===== config.mk =====
export PLATFORM = sky130hd
export DESIGN_NAME = hsv_to_rgb_converter_core
export DESIGN_NICKNAME = d
export VERILOG_FILES = /design/src/hdl/hsvrgb_pkg.sv /design/src/hdl/hsvrgb_hue_split.sv /design/src/hdl/hsv_to_rgb_converter_core.sv
export VERILOG_INCLUDE_DIRS = /design/src /design/src/hdl
export SDC_FILE = /design/constraint.sdc
export NUM_CORES = 1
export LEC_CHECK = 0
export CAP_MARGIN = 20
export CORE_MARGIN = 3
export CORE_UTILIZATION = 50
export CTS_BUF_LIST = sky130_fd_sc_hd__clkbuf_16
export CTS_CLUSTER_SIZE = 10
export DETAILED_ROUTE_END_ITERATION = 12
export DONT_BUFFER_PORTS = 1
export GPL_TIMING_DRIVEN = 0
export HOLD_SLACK_MARGIN = 0.02
export PLACE_DENSITY = 0.72
export SLEW_MARGIN = 20
export SYNTH_ARGS = -nofsm -noshare
export SYNTH_HDL_FRONTEND = slang
export SYNTH_SLANG_ARGS = --single-unit

===== constraint.sdc =====
create_clock -name clk -period 12.2 [get_ports clk]
set_clock_uncertainty 0.05 [all_clocks]
set_input_delay 2.44 -clock clk [delete_from_list [all_inputs] [get_ports clk]]
set_output_delay 2.44 -clock clk [all_outputs]
set_load 0.01 [all_outputs]

===== src/hdl/hsv_to_rgb_converter_core_assert.svh =====
// ----------------------------------------------------------------------------
// HSV to RGB converter assertion macros
// Shared property forms for the converter's concurrent checks.
// ----------------------------------------------------------------------------
`ifndef HSV_TO_RGB_CONVERTER_CORE_ASSERT_SVH
`define HSV_TO_RGB_CONVERTER_CORE_ASSERT_SVH

// same-cycle implication, disabled while in reset
`define HSVRGB_ASSERT_IMPL(label, clk, rst_n, ante, cons) \
	label: assert property (@(posedge clk) disable iff (!(rst_n)) (ante) |-> (cons)) \
		else $error("hsvrgb: same-cycle check failed");

// next-cycle implication, disabled while in reset
`define HSVRGB_ASSERT_NEXT(label, clk, rst_n, ante, cons) \
	label: assert property (@(posedge clk) disable iff (!(rst_n)) (ante) |=> (cons)) \
		else $error("hsvrgb: next-cycle check failed");

`endif


===== src/hdl/hsvrgb_pkg.sv =====
// ----------------------------------------------------------------------------
// HSV to RGB converter package
// Constants, sextant codes, types and helpers shared by the converter.
// ----------------------------------------------------------------------------
package hsvrgb_pkg;

	localparam int HUE_W   = 13;
	localparam int LEVEL_W = 9;
	localparam int BYTE_W  = 8;
	localparam int SEXT_W  = 4;
	localparam int REM_W   = 10;
	localparam int FRAC_W  = 8;

	localparam logic [HUE_W-1:0]   HUE_FULL     = 13'd5760;
	localparam logic [HUE_W-1:0]   SEXTANT_SPAN = 13'd960;
	localparam logic [LEVEL_W-1:0] Q_ONE        = 9'd256;
	// ceil(2^16 / 15): (rem*4)/15 == (rem*4*RECIP_15) >> 16 for rem < 960
	localparam logic [12:0]        RECIP_15     = 13'd4370;
	localparam int                 NUM_SPLITS   = 8;

	localparam logic [SEXT_W-1:0] SEXT_RED_YEL = 4'd0;
	localparam logic [SEXT_W-1:0] SEXT_YEL_GRN = 4'd1;
	localparam logic [SEXT_W-1:0] SEXT_GRN_CYN = 4'd2;
	localparam logic [SEXT_W-1:0] SEXT_CYN_BLU = 4'd3;
	localparam logic [SEXT_W-1:0] SEXT_BLU_MAG = 4'd4;
	localparam logic [SEXT_W-1:0] SEXT_MAG_RED = 4'd5;

	typedef struct packed {
		logic [SEXT_W-1:0] sext;
		logic [REM_W-1:0]  rem;
	} hue_split_t;

	// (L*255) >> 8, done as (L*256 - L) >> 8
	function automatic logic [BYTE_W-1:0] to_byte(input logic [LEVEL_W-1:0] lvl);
		logic [16:0] m;
		m = {lvl, 8'b0} - {8'b0, lvl};
		return m[15:8];
	endfunction

endpackage


===== src/hdl/hsvrgb_hue_split.sv =====
// ----------------------------------------------------------------------------
// HSV to RGB hue splitter
// Wraps a full-turn hue to zero and splits it into sextant and remainder.
// ----------------------------------------------------------------------------
module hsvrgb_hue_split import hsvrgb_pkg::*; (
	input  logic [HUE_W-1:0] hue,
	output hue_split_t       split
);

	logic [HUE_W-1:0]      hue_w;
	logic [NUM_SPLITS-1:0] above;
	logic [HUE_W-1:0]      base;
	logic [HUE_W-1:0]      diff;

	assign hue_w = (hue == HUE_FULL) ? '0 : hue;

	// thermometer of sextant boundaries; count gives hue / 960
	always_comb begin
		for (int k = 0; k < NUM_SPLITS; k++) begin
			above[k] = (hue_w >= HUE_W'((k + 1) * SEXTANT_SPAN));
		end
	end

	assign split.sext = SEXT_W'($countones(above));

	always_comb begin
		base = '0;
		for (int k = 0; k < NUM_SPLITS; k++) begin
			if (above[k]) begin
				base = HUE_W'((k + 1) * SEXTANT_SPAN);
			end
		end
	end

	assign diff       = hue_w - base;
	assign split.rem  = diff[REM_W-1:0];

endmodule


===== src/hdl/hsv_to_rgb_converter_core.sv =====
// ----------------------------------------------------------------------------
// HSV to RGB converter core
// Five-stage pipeline turning hue/saturation/brightness into 8-bit RGB.
// ----------------------------------------------------------------------------
// Input channel: hsv_valid/hsv_ready carry one word of hue (1/16 degree,
// 5760 wraps to 0, a hue past the wheel gives black unless saturation is 0),
// saturation and brightness (Q1.8, values above 256 clamp to 256).
// Output channel: rgb_valid/rgb_ready carry one word of red, green, blue.
// An accepted word moves through the stage registers in order; rgb_valid is
// the valid bit of the final register.
// Throughput: one word per cycle unless stalled; stages are hue split, fraction
// and p product, s*f products, q/t products, then channel select and byte scale.
// Each stage holds a valid bit and advances when the stage after it is empty
// or moving, so bubbles are squeezed out and a stall loses nothing.
// When the receiver stalls the final register holds its word and the stages
// behind it keep filling; hsv_ready drops only once all five are full.
// Reset clears every valid bit; the pipeline comes up empty and ready.
// ----------------------------------------------------------------------------
`include "hsv_to_rgb_converter_core_assert.svh"

module hsv_to_rgb_converter_core import hsvrgb_pkg::*; (
	input  logic               clk,
	input  logic               arst_n,
	input  logic               hsv_valid,
	output logic               hsv_ready,
	input  logic [HUE_W-1:0]   hue,
	input  logic [LEVEL_W-1:0] saturation,
	input  logic [LEVEL_W-1:0] brightness,
	output logic               rgb_valid,
	input  logic               rgb_ready,
	output logic [BYTE_W-1:0]  red,
	output logic [BYTE_W-1:0]  green,
	output logic [BYTE_W-1:0]  blue
);

	logic vld_s1, vld_s2, vld_s3, vld_s4, vld_s5;
	logic en_s1, en_s2, en_s3, en_s4, en_s5;

	assign en_s5     = !vld_s5 || rgb_ready;
	assign en_s4     = !vld_s4 || en_s5;
	assign en_s3     = !vld_s3 || en_s4;
	assign en_s2     = !vld_s2 || en_s3;
	assign en_s1     = !vld_s1 || en_s2;
	assign hsv_ready = en_s1;
	assign rgb_valid = vld_s5;

	always_ff @(posedge clk or negedge arst_n) begin
		if (!arst_n) begin
			vld_s1 <= 1'b0;
			vld_s2 <= 1'b0;
			vld_s3 <= 1'b0;
			vld_s4 <= 1'b0;
			vld_s5 <= 1'b0;
		end else begin
			if (en_s1) vld_s1 <= hsv_valid;
			if (en_s2) vld_s2 <= vld_s1;
			if (en_s3) vld_s3 <= vld_s2;
			if (en_s4) vld_s4 <= vld_s3;
			if (en_s5) vld_s5 <= vld_s4;
		end
	end

	// ---- stage 1: clamp, hue split
	hue_split_t         split;
	logic [LEVEL_W-1:0] sat_c, val_c;

	hsvrgb_hue_split u_hue_split (
		.hue   (hue),
		.split (split)
	);

	assign sat_c = (saturation > Q_ONE) ? Q_ONE : saturation;
	assign val_c = (brightness > Q_ONE) ? Q_ONE : brightness;

	logic [SEXT_W-1:0]  sext_s1;
	logic [REM_W-1:0]   rem_s1;
	logic [LEVEL_W-1:0] sat_s1, val_s1;
	logic               grey_s1;

	always_ff @(posedge clk) begin
		if (en_s1) begin
			sext_s1 <= split.sext;
			rem_s1  <= split.rem;
			sat_s1  <= sat_c;
			val_s1  <= val_c;
			grey_s1 <= (sat_c == '0);
		end
	end

	// ---- stage 2: fraction = rem*256/960 = (rem*4)/15, and p
	logic [24:0]        frac_prod;
	logic [17:0]        p_prod;
	logic [LEVEL_W-1:0] inv_sat;

	assign frac_prod = {1'b0, rem_s1, 2'b00} * {12'b0, RECIP_15};
	assign inv_sat   = Q_ONE - sat_s1;
	assign p_prod    = {9'b0, val_s1} * {9'b0, inv_sat};

	logic [SEXT_W-1:0]  sext_s2;
	logic [FRAC_W-1:0]  frac_s2;
	logic [LEVEL_W-1:0] sat_s2, val_s2, p_s2;
	logic               grey_s2;

	always_ff @(posedge clk) begin
		if (en_s2) begin
			sext_s2 <= sext_s1;
			frac_s2 <= frac_prod[23:16];
			sat_s2  <= sat_s1;
			val_s2  <= val_s1;
			p_s2    <= p_prod[16:8];
			grey_s2 <= grey_s1;
		end
	end

	// ---- stage 3: s*f and s*(256-f)
	logic [LEVEL_W-1:0] inv_frac;
	logic [17:0]        sf_prod, snf_prod;

	assign inv_frac = Q_ONE - {1'b0, frac_s2};
	assign sf_prod  = {9'b0, sat_s2} * {10'b0, frac_s2};
	assign snf_prod = {9'b0, sat_s2} * {9'b0, inv_frac};

	logic [SEXT_W-1:0]  sext_s3;
	logic [16:0]        sf_s3, snf_s3;
	logic [LEVEL_W-1:0] val_s3, p_s3;
	logic               grey_s3;

	always_ff @(posedge clk) begin
		if (en_s3) begin
			sext_s3 <= sext_s2;
			sf_s3   <= sf_prod[16:0];
			snf_s3  <= snf_prod[16:0];
			val_s3  <= val_s2;
			p_s3    <= p_s2;
			grey_s3 <= grey_s2;
		end
	end

	// ---- stage 4: q and t
	logic [17:0] q_wt, t_wt;
	logic [25:0] q_prod, t_prod;

	assign q_wt   = 18'h10000 - {1'b0, sf_s3};
	assign t_wt   = 18'h10000 - {1'b0, snf_s3};
	assign q_prod = {17'b0, val_s3} * {9'b0, q_wt[16:0]};
	assign t_prod = {17'b0, val_s3} * {9'b0, t_wt[16:0]};

	logic [SEXT_W-1:0]  sext_s4;
	logic [LEVEL_W-1:0] val_s4, p_s4, q_s4, t_s4;
	logic               grey_s4;

	always_ff @(posedge clk) begin
		if (en_s4) begin
			sext_s4 <= sext_s3;
			val_s4  <= val_s3;
			p_s4    <= p_s3;
			q_s4    <= q_prod[24:16];
			t_s4    <= t_prod[24:16];
			grey_s4 <= grey_s3;
		end
	end

	// ---- stage 5: channel select and byte scale
	logic [LEVEL_W-1:0] r_lvl, g_lvl, b_lvl;

	always_comb begin
		if (grey_s4) begin
			r_lvl = val_s4;
			g_lvl = val_s4;
			b_lvl = val_s4;
		end else begin
			case (sext_s4)
				SEXT_RED_YEL: begin r_lvl = val_s4; g_lvl = t_s4;   b_lvl = p_s4;   end
				SEXT_YEL_GRN: begin r_lvl = q_s4;   g_lvl = val_s4; b_lvl = p_s4;   end
				SEXT_GRN_CYN: begin r_lvl = p_s4;   g_lvl = val_s4; b_lvl = t_s4;   end
				SEXT_CYN_BLU: begin r_lvl = p_s4;   g_lvl = q_s4;   b_lvl = val_s4; end
				SEXT_BLU_MAG: begin r_lvl = t_s4;   g_lvl = p_s4;   b_lvl = val_s4; end
				SEXT_MAG_RED: begin r_lvl = val_s4; g_lvl = p_s4;   b_lvl = q_s4;   end
				default: begin
					// hue past the wheel: black
					r_lvl = '0;
					g_lvl = '0;
					b_lvl = '0;
				end
			endcase
		end
	end

	logic [BYTE_W-1:0] red_s5, green_s5, blue_s5;

	always_ff @(posedge clk) begin
		if (en_s5) begin
			red_s5   <= to_byte(r_lvl);
			green_s5 <= to_byte(g_lvl);
			blue_s5  <= to_byte(b_lvl);
		end
	end

	assign red   = red_s5;
	assign green = green_s5;
	assign blue  = blue_s5;

	// ---- checks
	`HSVRGB_ASSERT_IMPL(a_rem_in_span, clk, arst_n, vld_s1, rem_s1 < SEXTANT_SPAN[REM_W-1:0])
	`HSVRGB_ASSERT_IMPL(a_levels_le_one, clk, arst_n, vld_s4, (q_s4 <= Q_ONE) && (t_s4 <= Q_ONE) && (p_s4 <= Q_ONE))
	`HSVRGB_ASSERT_NEXT(a_grey_equal, clk, arst_n, vld_s4 && en_s5 && grey_s4, (red == green) && (green == blue))
	`HSVRGB_ASSERT_NEXT(a_off_wheel_black, clk, arst_n, vld_s4 && en_s5 && !grey_s4 && (sext_s4 > SEXT_MAG_RED), (red == '0) && (green == '0) && (blue == '0))

endmodule


==> impl_metrics.sql, run 1 <==
INSERT INTO impl_metrics (metric_group, metric, value, unit) VALUES
('grt', 'total_gr_overflow', '0', ''),
('grt', 'first_global_vias', '19222', ''),
('place', 'placed_cells', '3292', ''),
('cells_and_area', 'largest_register_ffs', '17', ''),
('critical_path', 'top_cell_by_count_worst_path', 'sky130_fd_sc_hd__fa_1', ''),
('grt', 'grt_start_max_net_pins', '57', ''),
('synth', 'syn-mean-instance-area', '9.86', 'µm²'),
('cts', 'postCtsSetupRepairBufs', '0', ''),
('floorplanning', 'core-area', '50500', 'µm²'),
('floorplanning', 'dieHeight', '233', 'µm'),
('floorplanning', 'placementRows', '82', ''),
('routing', 'detailroute.via_count', '18137', ''),
('cells_and_area', 'fraction_of_layout_instances_using_a_drive_strength_above_1', '0.0351', ''),
('place', 'routabilityCongestion', '0.911', ''),
('routing', 'routed_via_density', '5.46', ''),
('grt', 'antenna_found_initial', '1', ''),
('critical_path', 'critPathTopFamily', 'adder cells', ''),
('cells_and_area', 'areaGrowthSynthToFinish', '6.08', '%'),
('floorplanning', 'initial_core_util', '0.510', ''),
('sta', 'clock.fmax', '135', 'MHz'),
('synth', 'postSynthCellCount', '2614', ''),
('worst_hold_path', 'classification_of_the_worst_slack_hold_path', 'flip-flop to flip-flop', ''),
('synth', 'yosys_most_used_dff', 'sky130_fd_sc_hd__edfxtp_1', ''),
('routing', 'drc', '0', ''),
('flow_run', 'maxCapViolCount', '0', ''),
('place', 'io_buffers', '0', ''),
('critical_path', 'cp_max_fo', '10', ''),
('cells_and_area', 'layout.cells.most_common', 'sky130_fd_sc_hd__inv_1', ''),
('run_status', 'outcome', 'completed', ''),
('sta', 'final_hold_viol_count', '0', ''),
('cells_and_area', 'largest_register', 'sf_s3', ''),
('grt', 'grt_first_pass_wirelength', '97200', 'µm'),
('critical_path', 'crit_buf_inv', '4', ''),
('floorplanning', 'num_io_pins', '61', ''),
('synth', 'synth.yosys.warnings', '0', ''),
('cts', 'cts_hold_buf', '0', ''),
('sta', 'period_minus_slack', '7.39', 'ns'),
('cts', 'clock-sinks', '199', ''),
('cts', 'ctsRootBufferMaster', 'sky130_fd_sc_hd__clkbuf_16', ''),
('cells_and_area', 'layout.core_utilization', '0.541', ''),
('floorplanning', 'die_width', '233', 'µm'),
('sta', 'tightest_slew', '1.05', 'ns'),
('critical_path', 'max_stage_delay', '0.57', 'ns'),
('synth', 'edff_count_synth', '194', ''),
('synth', 'postSynthRegisterBits', '199', ''),
('synth', 'synth.lib_cells_used.distinct', '77', ''),
('critical_path', 'worstPathArrival', '7.56', 'ns'),
('sta', 'grt_setup_unrepaired', 'no', ''),
('sta', 'finalCritPeriodShare', '0.605', ''),
('synth', 'postSynthNetCount', '3252', ''),
('critical_path', 'cp_data_required_time', '12.37', 'ns'),
('routing', 'wl_per_cell', '17.5', 'µm'),
('sta', 'worst_slew_margin_rel', '0.295', ''),
('routing', 'drt_pre_antenna_iters', '5', ''),
('cts', 'clock_buffer_count_from_cts', '17', ''),
('critical_path', 'worstPathCellList', 'or4_1 > or3_1 > clkbuf_1 > nand2b_1 > or2_1 > nor2_1 > xnor2_1 > nand2_1 > fa_1 > inv_1 > fa_1 > fa_1 > inv_1 > fa_1 > inv_1 > ha_1 > nand2_1 > o21ai_0 > o21ai_0 > or3_1 > a211oi_1 > nor2_1 > xnor2_1', ''),
('cts', 'worstSkewPairLatency', '0.49', 'ns'),
('critical_path', 'critical_path_end_type', 'flip-flop', ''),
('critical_path', 'library_cell_contributing_the_largest_single_delay_on_the_critical_path', 'sky130_fd_sc_hd__or4_1', ''),
('routing', 'dr.first_iter.drc_count', '1286', ''),
('sta', 'final.setup.tns', '0', 'ns'),
('cells_and_area', 'final_cell_mix', '483 x sky130_fd_sc_hd__inv_1, 359 x sky130_fd_sc_hd__fa_1, 297 x sky130_fd_sc_hd__nand2_1, 275 x sky130_fd_sc_hd__and2_1, 244 x sky130_fd_sc_hd__ha_1', ''),
('critical_path', 'timing.setup.critical_path_class', 'flip-flop to flip-flop', ''),
('grt', 'track_usage', '0.226', ''),
('synth', 'synth-async-reset-ratio', '0.0251', ''),
('cells_and_area', 'design.final.nets', '3277', ''),
('cts', 'clockBufferDepth', '2', ''),
('synth', 'mappedNetlistArea', '25800', 'µm²'),
('cts', 'clock_tree_from_tritoncts', 'yes', ''),
('critical_path', 'startpoint_type', 'flip-flop', ''),
('place', 'place_hpwl', '47100', 'µm');
==> cell type report <==
cell class / count / area, µm²
Inverter: 483 / 1810
Clock inverter: 15 / 175
Multi-Input combinational cell: 1840 / 17600
Buffer: 92 / 389
Clock buffer: 17 / 425
Tap cell: 672 / 841
Timing Repair Buffer: 6 / 101
Fill cell: 4491 / 23100
Sequential cell: 199 / 5950
==> routing by layer <==
metal	part of all wire	vias to the layer above	track usage
met5	0.00022	-	0
met4	0.031	2	0.0829
met3	0.058	116	0.0405
met2	0.48	524	0.374
met1	0.43	9081	0.299
li1	-	8414	-
==> path summary, 6_finish.rpt <==
check / from / to / cells past startpoint
min in group asynchronous: arst_n / vld_s3$_DFFE_PN0P_ / 0
worst max register to register: snf_s3[3]$_DFFE_PP_ / t_s4[6]$_DFFE_PP_ / 23
worst min register to register: val_s2[7]$_DFFE_PP_ / val_s3[7]$_DFFE_PP_ / 0
worst min-delay path: val_s2[7]$_DFFE_PP_ / val_s3[7]$_DFFE_PP_ / 0
worst max-delay path: snf_s3[3]$_DFFE_PP_ / t_s4[6]$_DFFE_PP_ / 23
max in group asynchronous: arst_n / vld_s1$_DFFE_PN0P_ / 0
==> cell usage after synthesis (28+ instances only) <==
library cell | n | area (µm²)
sky130_fd_sc_hd__and2_1 | 275 | 1720
sky130_fd_sc_hd__nor2b_1 | 37 | 231
sky130_fd_sc_hd__ha_1 | 244 | 3050
sky130_fd_sc_hd__edfxtp_1 | 194 | 5830
sky130_fd_sc_hd__o21ai_0 | 50 | 250
sky130_fd_sc_hd__nand2_1 | 299 | 1120
sky130_fd_sc_hd__inv_1 | 483 | 1810
sky130_fd_sc_hd__xor2_1 | 35 | 307
sky130_fd_sc_hd__xnor2_1 | 85 | 744
sky130_fd_sc_hd__nor3_1 | 32 | 160
sky130_fd_sc_hd__nor2_1 | 63 | 236
sky130_fd_sc_hd__a22oi_1 | 28 | 210
sky130_fd_sc_hd__clkbuf_1 | 80 | 300
sky130_fd_sc_hd__fa_1 | 359 | 7190
sky130_fd_sc_hd__a21oi_1 | 53 | 265
==> cell families after synthesis <==
family | Yosys count | synth area share
xor+xnor | 120 | 0.0408
flops | 199 | 0.231
buf+inv | 575 | 0.0855
simple gates | 846 | 0.172
mux | 12 | 0.00520
compound gates | 259 | 0.0680
fa+ha+maj | 603 | 0.397
==> worst reg2reg max path: stages (launching register included) <==
cell and delay, ns:
sky130_fd_sc_hd__edfxtp_1 0.46, sky130_fd_sc_hd__or4_1 0.57, sky130_fd_sc_hd__or3_1 0.32, sky130_fd_sc_hd__clkbuf_1 0.24
sky130_fd_sc_hd__nand2b_1 0.23, sky130_fd_sc_hd__or2_1 0.25, sky130_fd_sc_hd__nor2_1 0.12, sky130_fd_sc_hd__xnor2_1 0.41
sky130_fd_sc_hd__nand2_1 0.17, sky130_fd_sc_hd__fa_1 0.53, sky130_fd_sc_hd__inv_1 0.05, sky130_fd_sc_hd__fa_1 0.48
sky130_fd_sc_hd__fa_1 0.50, sky130_fd_sc_hd__inv_1 0.08, sky130_fd_sc_hd__fa_1 0.53, sky130_fd_sc_hd__inv_1 0.05
sky130_fd_sc_hd__ha_1 0.29, sky130_fd_sc_hd__nand2_1 0.06, sky130_fd_sc_hd__o21ai_0 0.36, sky130_fd_sc_hd__o21ai_0 0.32
sky130_fd_sc_hd__or3_1 0.49, sky130_fd_sc_hd__a211oi_1 0.38, sky130_fd_sc_hd__nor2_1 0.10, sky130_fd_sc_hd__xnor2_1 0.14
==> per-stage QoR <==
stage                     area, µm²  hold slack [ns]  setup slack [ns]
final                         27300            0.354              4.81
after floorplan               25800            0.350              4.92
after global placement        26600            0.351              3.85
after global routing          27300            0.380              4.44
after detailed placement      26700            0.355              4.90
after CTS                     27300            0.367              4.86
Power of run 1 is not shown: default switching activity piles up to over one toggle a cycle in this logic, so the estimate is an artifact.
==> inputs of run 2 (changes only) <==
- ABC_AREA: unset -> 1
- clock period: 12.2 -> 7.4 ns (I/O delays scaled with it)
==> run 2 against run 1 <==
  * Maximum frequency grew 12%
  * Wire length grew 9.1%
  * Global-route usage increased by 0.55 points
  * First-iteration DRC count increased by 41%
  * Non-clock buffer count is 20 lower
  * Register-to-register slack got worse by 4.0 ns
  * Die area rose by 4.7%
  * Largest cell class unchanged
  * Highest routed layer is now met4
==> impl_metrics.sql, run 2 <==
INSERT INTO impl_metrics (metric_group, metric, value, unit) VALUES
('cells_and_area', 'final-instance-count-excl-fill', '4064', ''),
('sta', 'tightest_slew', '0.944', 'ns'),
('sta', 'setup_viol', '0', ''),
('critical_path', 'cp_data_required_time', '7.64', 'ns'),
('floorplanning', 'num_io_pins', '61', ''),
('cts', 'clockBufferDepth', '2', ''),
('critical_path', 'startpoint_type', 'flip-flop', ''),
('cells_and_area', 'largest_register', 'sf_s3', ''),
('sta', 'final_hold_viol_count', '0', ''),
('synth', 'synthMostInstantiatedCell', 'sky130_fd_sc_hd__inv_1', ''),
('sta', 'period_minus_slack', '6.58', 'ns'),
('sta', 'worst_slew_margin_rel', '0.370', ''),
('cells_and_area', 'layout.cells.most_common', 'sky130_fd_sc_hd__inv_1', ''),
('cells_and_area', 'regArea', '5950', 'µm²'),
('synth', 'synth-async-reset-ratio', '0.0251', ''),
('sta', 'grt_setup_unrepaired', 'no', ''),
('grt', 'globalRouteMet1Util', '0.333', ''),
('cells_and_area', 'multi_input_comb_area', '17800', 'µm²'),
('grt', 'global_route_track_usage_on_met2', '0.368', ''),
('flow_run', 'maxCapViolCount', '0', ''),
('grt', 'grtUsageMet3', '0.0374', ''),
('cts', 'clock_tree_from_tritoncts', 'yes', ''),
('cells_and_area', 'largest_register_ffs', '17', ''),
('critical_path', 'timing.setup.critical_path_class', 'flip-flop to flip-flop', ''),
('floorplanning', 'dieHeight', '238', 'µm'),
('floorplanning', 'floorplan.die_area', '56900', 'µm²'),
('floorplanning', 'initial_core_util', '0.510', ''),
('synth', 'netlist.area_leader.share', '0.266', ''),
('cts', 'postCtsSetupRepairBufs', '0', ''),
('run_status', 'outcome', 'completed', ''),
('critical_path', 'cp_max_fo', '10', ''),
('synth', 'postSynthRegisterBits', '199', ''),
('cells_and_area', 'areaGrowthSynthToFinish', '5.82', '%'),
('synth', 'postSynthCellCount', '3340', ''),
('routing', 'detailroute.via_count', '21273', ''),
('cells_and_area', 'diodes', '0', ''),
('place', 'place_hpwl', '52900', 'µm'),
('grt', 'first_global_vias', '20697', ''),
('synth', 'ys_top_cells_by_area', 'sky130_fd_sc_hd__fa_1 27%, sky130_fd_sc_hd__edfxtp_1 22%, sky130_fd_sc_hd__ha_1 11%', ''),
('synth', 'synth-seq-area-share', '0.220', ''),
('sta', 'drv_slew', '0', ''),
('synth', 'synth.yosys.warnings', '0', ''),
('grt', 'grt_first_pass_wirelength', '105000', 'µm'),
('floorplanning', 'core-area', '53000', 'µm²'),
('cts', 'clock_buffer_count_from_cts', '17', ''),
('grt', 'grt_start_max_net_pins', '39', ''),
('routing', 'final_antenna_net_count', '0', ''),
('routing', 'drt_wl_total', '63500', 'µm'),
('cts', 'cts_hold_buf', '0', ''),
('cts', 'clock-sinks', '199', ''),
('grt', 'gr-max-usage-layer', 'met2', ''),
('routing', 'wl_per_cell', '15.6', 'µm'),
('synth', 'yosys_most_used_dff', 'sky130_fd_sc_hd__edfxtp_1', ''),
('cells_and_area', 'design.final.nets', '4001', ''),
('critical_path', 'critical_path_end_type', 'flip-flop', ''),
('grt', 'track_usage', '0.232', ''),
('cts', 'ctsRootBufferMaster', 'sky130_fd_sc_hd__clkbuf_16', ''),
('synth', 'syn-mean-instance-area', '8.09', 'µm²'),
('floorplanning', 'die_width', '238', 'µm'),
('place', 'placed_cells', '4032', ''),
('grt', 'total_gr_overflow', '0', ''),
('synth', 'synth_top_cells_by_count', '774 x sky130_fd_sc_hd__inv_1, 740 x sky130_fd_sc_hd__nand2_1, 415 x sky130_fd_sc_hd__nor2_1', ''),
('routing', 'drt_pre_antenna_iters', '6', ''),
('routing', 'dr.first_iter.drc_count', '1810', ''),
('cts', 'cts_repair_resize_count', '0', ''),
('critical_path', 'worstPathArrival', '6.82', 'ns'),
('synth', 'edff_count_synth', '194', ''),
('cells_and_area', 'final.fill_count', '4944', ''),
('synth', 'synth_largest_area_cell', 'sky130_fd_sc_hd__fa_1', ''),
('grt', 'antenna_found_initial', '0', ''),
('floorplanning', 'placementRows', '84', ''),
('cts', 'ctsHtreeMaxLevel', '4', ''),
('cells_and_area', 'top_regs', 'sf_s3 (17), snf_s3 (16), rem_s1 (10)', ''),
('cells_and_area', 'fraction_of_layout_instances_using_a_drive_strength_above_1', '0.0308', ''),
('cells_and_area', 'final_cell_mix', '771 x sky130_fd_sc_hd__inv_1, 739 x sky130_fd_sc_hd__nand2_1, 415 x sky130_fd_sc_hd__nor2_1, 359 x sky130_fd_sc_hd__fa_1, 244 x sky130_fd_sc_hd__ha_1', ''),
('cts', 'worstSkewPairLatency', '0.47', 'ns'),
('place', 'routabilityCongestion', '0.948', ''),
('place', 'io_buffers', '0', ''),
('routing', 'drc', '0', ''),
('worst_hold_path', 'classification_of_the_worst_slack_hold_path', 'flip-flop to flip-flop', ''),
('synth', 'mappedNetlistArea', '27000', 'µm²'),
('sta', 'clock.fmax', '152', 'MHz'),
('synth', 'postSynthNetCount', '3978', ''),
('synth', 'synth.lib_cells_used.distinct', '52', ''),
('cts', 'cts.clk_slew.worst_paths', '0.08', 'ns'),
('routing', 'routed_via_density', '5.23', ''),
('sta', 'finalCritPeriodShare', '0.889', '');
run 2: cells by family (layout without fill, tap and decap cells):
group,Yosys count,count (layout),synth area share
and+or+nand+nor,1388,1388,0.210
AOI/OAI and AO/OA,210,210,0.0443
xor gates and xnor gates,80,80,0.0259
DFF,199,199,0.220
adders and majority gates,603,603,0.379
buffers and inverters,860,896,0.121
run 2: per-layer routing:
layer | wire (µm) | vias to the layer above | share of wire
met4 | 1510 | 0 | 0.024
met1 | 28600 | 10234 | 0.45
met3 | 4730 | 103 | 0.074
met5 | 0 | - | 0
li1 | - | 10202 | -
met2 | 28700 | 734 | 0.45
run 2: path summary, 6_finish.rpt:
check | start | to | slack [ns] | cells past startpoint
hold / removal | p_s3[4]$_DFFE_PP_ | p_s4[4]$_DFFE_PP_ | 0.37 | 0
hold reg to reg | p_s3[4]$_DFFE_PP_ | p_s4[4]$_DFFE_PP_ | 0.37 | 0
setup reg to reg | sf_s3[0]$_DFFE_PP_ | t_s4[6]$_DFFE_PP_ | 0.82 | 27
min in group asynchronous | arst_n | rgb_valid$_DFFE_PN0P_ | 0.64 | 0
setup / recovery | sf_s3[0]$_DFFE_PP_ | t_s4[6]$_DFFE_PP_ | 0.82 | 27
max in group asynchronous | arst_n | vld_s2$_DFFE_PN0P_ | 6.58 | 0
run 2: cell type report:
type                    instances  area share
clock inverters                15     0.00709
multi-input cells            2281       0.623
inverters                     786       0.103
flip-flops and latches        199       0.208
plain buffers                  74      0.0108
well taps                     688      0.0301
repair buffers                  4     0.00280
clock buffers                  17      0.0149
run 2: worst max-delay path: stages (launching register included):
cell and delay, ns:
sky130_fd_sc_hd__edfxtp_1 0.55, sky130_fd_sc_hd__buf_2 0.28, sky130_fd_sc_hd__inv_1 0.13, sky130_fd_sc_hd__ha_1 0.19, sky130_fd_sc_hd__nand2_1 0.07, sky130_fd_sc_hd__nor2_1 0.16, sky130_fd_sc_hd__nand2_1 0.09, sky130_fd_sc_hd__nor2_1 0.11
sky130_fd_sc_hd__inv_1 0.08, sky130_fd_sc_hd__nor2_1 0.08, sky130_fd_sc_hd__inv_1 0.05, sky130_fd_sc_hd__nand2_1 0.05, sky130_fd_sc_hd__inv_1 0.04, sky130_fd_sc_hd__nor2_1 0.31, sky130_fd_sc_hd__inv_1 0.21, sky130_fd_sc_hd__nor2_1 0.20
sky130_fd_sc_hd__fa_1 0.48, sky130_fd_sc_hd__fa_1 0.48, sky130_fd_sc_hd__fa_1 0.55, sky130_fd_sc_hd__inv_1 0.06, sky130_fd_sc_hd__fa_1 0.53, sky130_fd_sc_hd__inv_1 0.05, sky130_fd_sc_hd__ha_1 0.38, sky130_fd_sc_hd__nand2_1 0.14
sky130_fd_sc_hd__nor4_1 0.55, sky130_fd_sc_hd__nand4_1 0.19, sky130_fd_sc_hd__nand3_1 0.15, sky130_fd_sc_hd__xor2_1 0.22
run 2: stage by stage:
step	setup TNS (ns)	area, µm²	worst slack (ns)	hold WS [ns]	utilization
2_1_floorplan	0	27000	0.638	0.350	-
3_3_place_gp	-0.762	27900	-0.762	0.351	0.526
3_5_place_dp	0	28000	1.01	0.355	0.528
4_1_cts	0	28600	0.972	0.373	0.540
5_1_grt	0	28600	0.417	0.381	0.540
6_report	0	28600	0.822	0.372	0.540
Power of run 2 is left out for the same reason.
==> inputs of run 3 (changes only) <==
- CORE_UTILIZATION: 50 -> 45
- MAX_ROUTING_LAYER: unset -> met4
- PLACE_DENSITY: 0.72 -> 0.67
- RECOVER_POWER: unset -> 100
==> run 3 against run 2 <==
  * The run now ends with capacitance limit, slew limit left
  * Register-to-register slack better by 0.05 ns
  * Critical path depth down 1
  * Global-route usage down 1.2 points
  * Highest routed layer unchanged
  * Sequential share of layout area about the same
==> impl_metrics.sql, run 3 (synthesis results as in run 2) <==
INSERT INTO impl_metrics (metric_group, metric, value, unit) VALUES
('run_status', 'outcome', 'finished with violations', ''),
('run_status', 'violations_in_the_final_reports', 'capacitance limit, slew limit', ''),
('routing', 'drt_wl_total', '64100', 'µm'),
('sta', 'worst_slew_margin_rel', '-0.307', ''),
('sta', 'setup_viol', '0', ''),
('flow_run', 'maxCapViolCount', '3', ''),
('cells_and_area', 'diodes', '0', ''),
('floorplanning', 'core-area', '59200', 'µm²'),
('grt', 'first_global_vias', '21356', ''),
('cells_and_area', 'top_regs', 'sf_s3 (17), snf_s3 (16), rem_s1 (10)', ''),
('routing', 'drc', '0', ''),
('cells_and_area', 'largest_register_ffs', '17', ''),
('worst_hold_path', 'classification_of_the_worst_slack_hold_path', 'flip-flop to flip-flop', ''),
('sta', 'tightest_slew', '1.96', 'ns'),
('cts', 'clock_buffer_count_from_cts', '17', ''),
('worst_hold_path', 'worst_hold_startpoint', 'p_s2[1]$_DFFE_PP_', ''),
('critical_path', 'top_cell_by_count_worst_path', 'sky130_fd_sc_hd__inv_1', ''),
('floorplanning', 'floorplan.die_area', '63000', 'µm²'),
('critical_path', 'library_cell_contributing_the_largest_single_delay_on_the_critical_path', 'sky130_fd_sc_hd__fa_1', ''),
('critical_path', 'worstPathArrival', '6.71', 'ns'),
('routing', 'drt_pre_antenna_iters', '7', ''),
('cts', 'clockBufferDepth', '2', ''),
('routing', 'routed_via_density', '5.05', ''),
('critical_path', 'max_stage_delay', '0.55', 'ns'),
('cells_and_area', 'largest_register', 'sf_s3', ''),
('cells_and_area', 'final_cell_mix', '773 x sky130_fd_sc_hd__inv_1, 747 x sky130_fd_sc_hd__nand2_1, 416 x sky130_fd_sc_hd__nor2_1, 359 x sky130_fd_sc_hd__fa_1, 244 x sky130_fd_sc_hd__ha_1', ''),
('critical_path', 'cp_data_required_time', '7.58', 'ns'),
('critical_path', 'ff2ff_setup_slack', '0.88', 'ns'),
('grt', 'total_gr_overflow', '0', ''),
('critical_path', 'critical_path_end_type', 'flip-flop', ''),
('cells_and_area', 'final.fill_count', '5835', ''),
('grt', 'antenna_found_initial', '0', ''),
('place', 'placed_cells', '4116', ''),
('place', 'place_hpwl', '53700', 'µm'),
('sta', 'finalCritPeriodShare', '0.882', ''),
('grt', 'grt_first_pass_wirelength', '108000', 'µm'),
('critical_path', 'critPathTopFamily', 'adder cells', ''),
('cts', 'clock-sinks', '199', ''),
('sta', 'final_hold_viol_count', '0', ''),
('cts', 'ctsRootBufferMaster', 'sky130_fd_sc_hd__clkbuf_16', ''),
('cts', 'worstSkewPairLatency', '0.50', 'ns'),
('sta', 'drv_slew', '104', ''),
('floorplanning', 'placementRows', '89', ''),
('cells_and_area', 'fraction_of_layout_instances_using_a_drive_strength_above_1', '0.0252', ''),
('floorplanning', 'die_width', '251', 'µm'),
('sta', 'grt_setup_unrepaired', 'no', ''),
('sta', 'clock.fmax', '153', 'MHz'),
('critical_path', 'critical_path.reg2reg.startpoint', 'sf_s3[0]$_DFFE_PP_', ''),
('floorplanning', 'dieHeight', '251', 'µm'),
('place', 'routabilityCongestion', '0.946', ''),
('grt', 'track_usage', '0.220', ''),
('routing', 'detailroute.via_count', '20939', ''),
('cts', 'cts_repair_resize_count', '0', ''),
('critical_path', 'startpoint_type', 'flip-flop', ''),
('floorplanning', 'num_io_pins', '61', ''),
('critical_path', 'setup.worst_path.start', 'sf_s3[0]$_DFFE_PP_', ''),
('cells_and_area', 'layout.cells.most_common', 'sky130_fd_sc_hd__inv_1', ''),
('routing', 'dr.first_iter.drc_count', '1492', ''),
('critical_path', 'crit_buf_inv', '7', ''),
('cts', 'postCtsSetupRepairBufs', '0', ''),
('cells_and_area', 'design.final.nets', '4000', ''),
('cts', 'cts_hold_buf', '0', ''),
('cts', 'clock_tree_from_tritoncts', 'yes', ''),
('cells_and_area', 'final-instance-count-excl-fill', '4148', ''),
('floorplanning', 'initial_core_util', '0.456', ''),
('cts', 'ctsHtreeMaxLevel', '4', ''),
('cells_and_area', 'areaGrowthSynthToFinish', '5.91', '%'),
('sta', 'period_minus_slack', '6.52', 'ns'),
('routing', 'wl_per_cell', '15.5', 'µm'),
('place', 'io_buffers', '0', ''),
('grt', 'grt_start_max_net_pins', '59', ''),
('cts', 'cts.clk_slew.worst_paths', '0.08', 'ns'),
('critical_path', 'timing.setup.critical_path_class', 'flip-flop to flip-flop', ''),
('critical_path', 'cp_max_fo', '10', ''),
('routing', 'final_antenna_net_count', '0', '');
==> run 3: changes by cell type in the layout (fill, tap and decap cells not counted), sizes merged <==
cell    change
buf         -6
clkbuf      +5
clkinv      +1
inv         -1
==> run 3: path summary, 6_finish.rpt <==
path | cells after the start | endpoint
min | 0 | p_s3[1]$_DFFE_PP_
min reg2reg | 0 | p_s3[1]$_DFFE_PP_
max | 26 | q_s4[7]$_DFFE_PP_
max reg2reg | 26 | q_s4[7]$_DFFE_PP_
min in group asynchronous | 0 | vld_s1$_DFFE_PN0P_
max in group asynchronous | 0 | vld_s2$_DFFE_PN0P_
==> run 3: per-layer routing <==
| layer | up-vias | share of wire | routed length [µm] | GRT usage |
|---|---|---|---|---|
| li1 | 10183 | - | - | - |
| met1 | 10050 | 0.46 | 29600 | 0.297 |
| met2 | 617 | 0.45 | 29000 | 0.345 |
| met3 | 89 | 0.067 | 4280 | 0.0405 |
| met4 | 0 | 0.019 | 1240 | 0.0569 |
| met5 | - | 0 | 0 | - |
==> run 3: per-stage QoR <==
stage	instance area [µm²]	TNS (ns)	utilization	hold slack [ns]	worst slack, ns
after detailed placement	28000	0	0.473	0.355	1.03
after floorplan	27000	0	-	0.350	0.638
after global routing	28600	0	0.483	0.376	0.378
after CTS	28700	0	0.485	0.368	0.981
after global placement	28000	-0.735	0.472	0.351	-0.735
final	28600	0	0.483	0.369	0.876
==> run 3: final cells by class <==
| cell class | count | area, µm² | share of cell area |
|---|---|---|---|
| flip-flops and latches | 199 | 5950 | 0.208 |
| repair buffers | 3 | 11.3 | 0.000394 |
| clock buffers | 17 | 425 | 0.0149 |
| well taps | 773 | 967 | 0.0338 |
| plain buffers | 74 | 307 | 0.0107 |
| clock inverters | 15 | 236 | 0.00826 |
| multi-input cells | 2281 | 17800 | 0.621 |
| inverters | 786 | 2950 | 0.103 |
Power of run 3 is left out for the same reason.
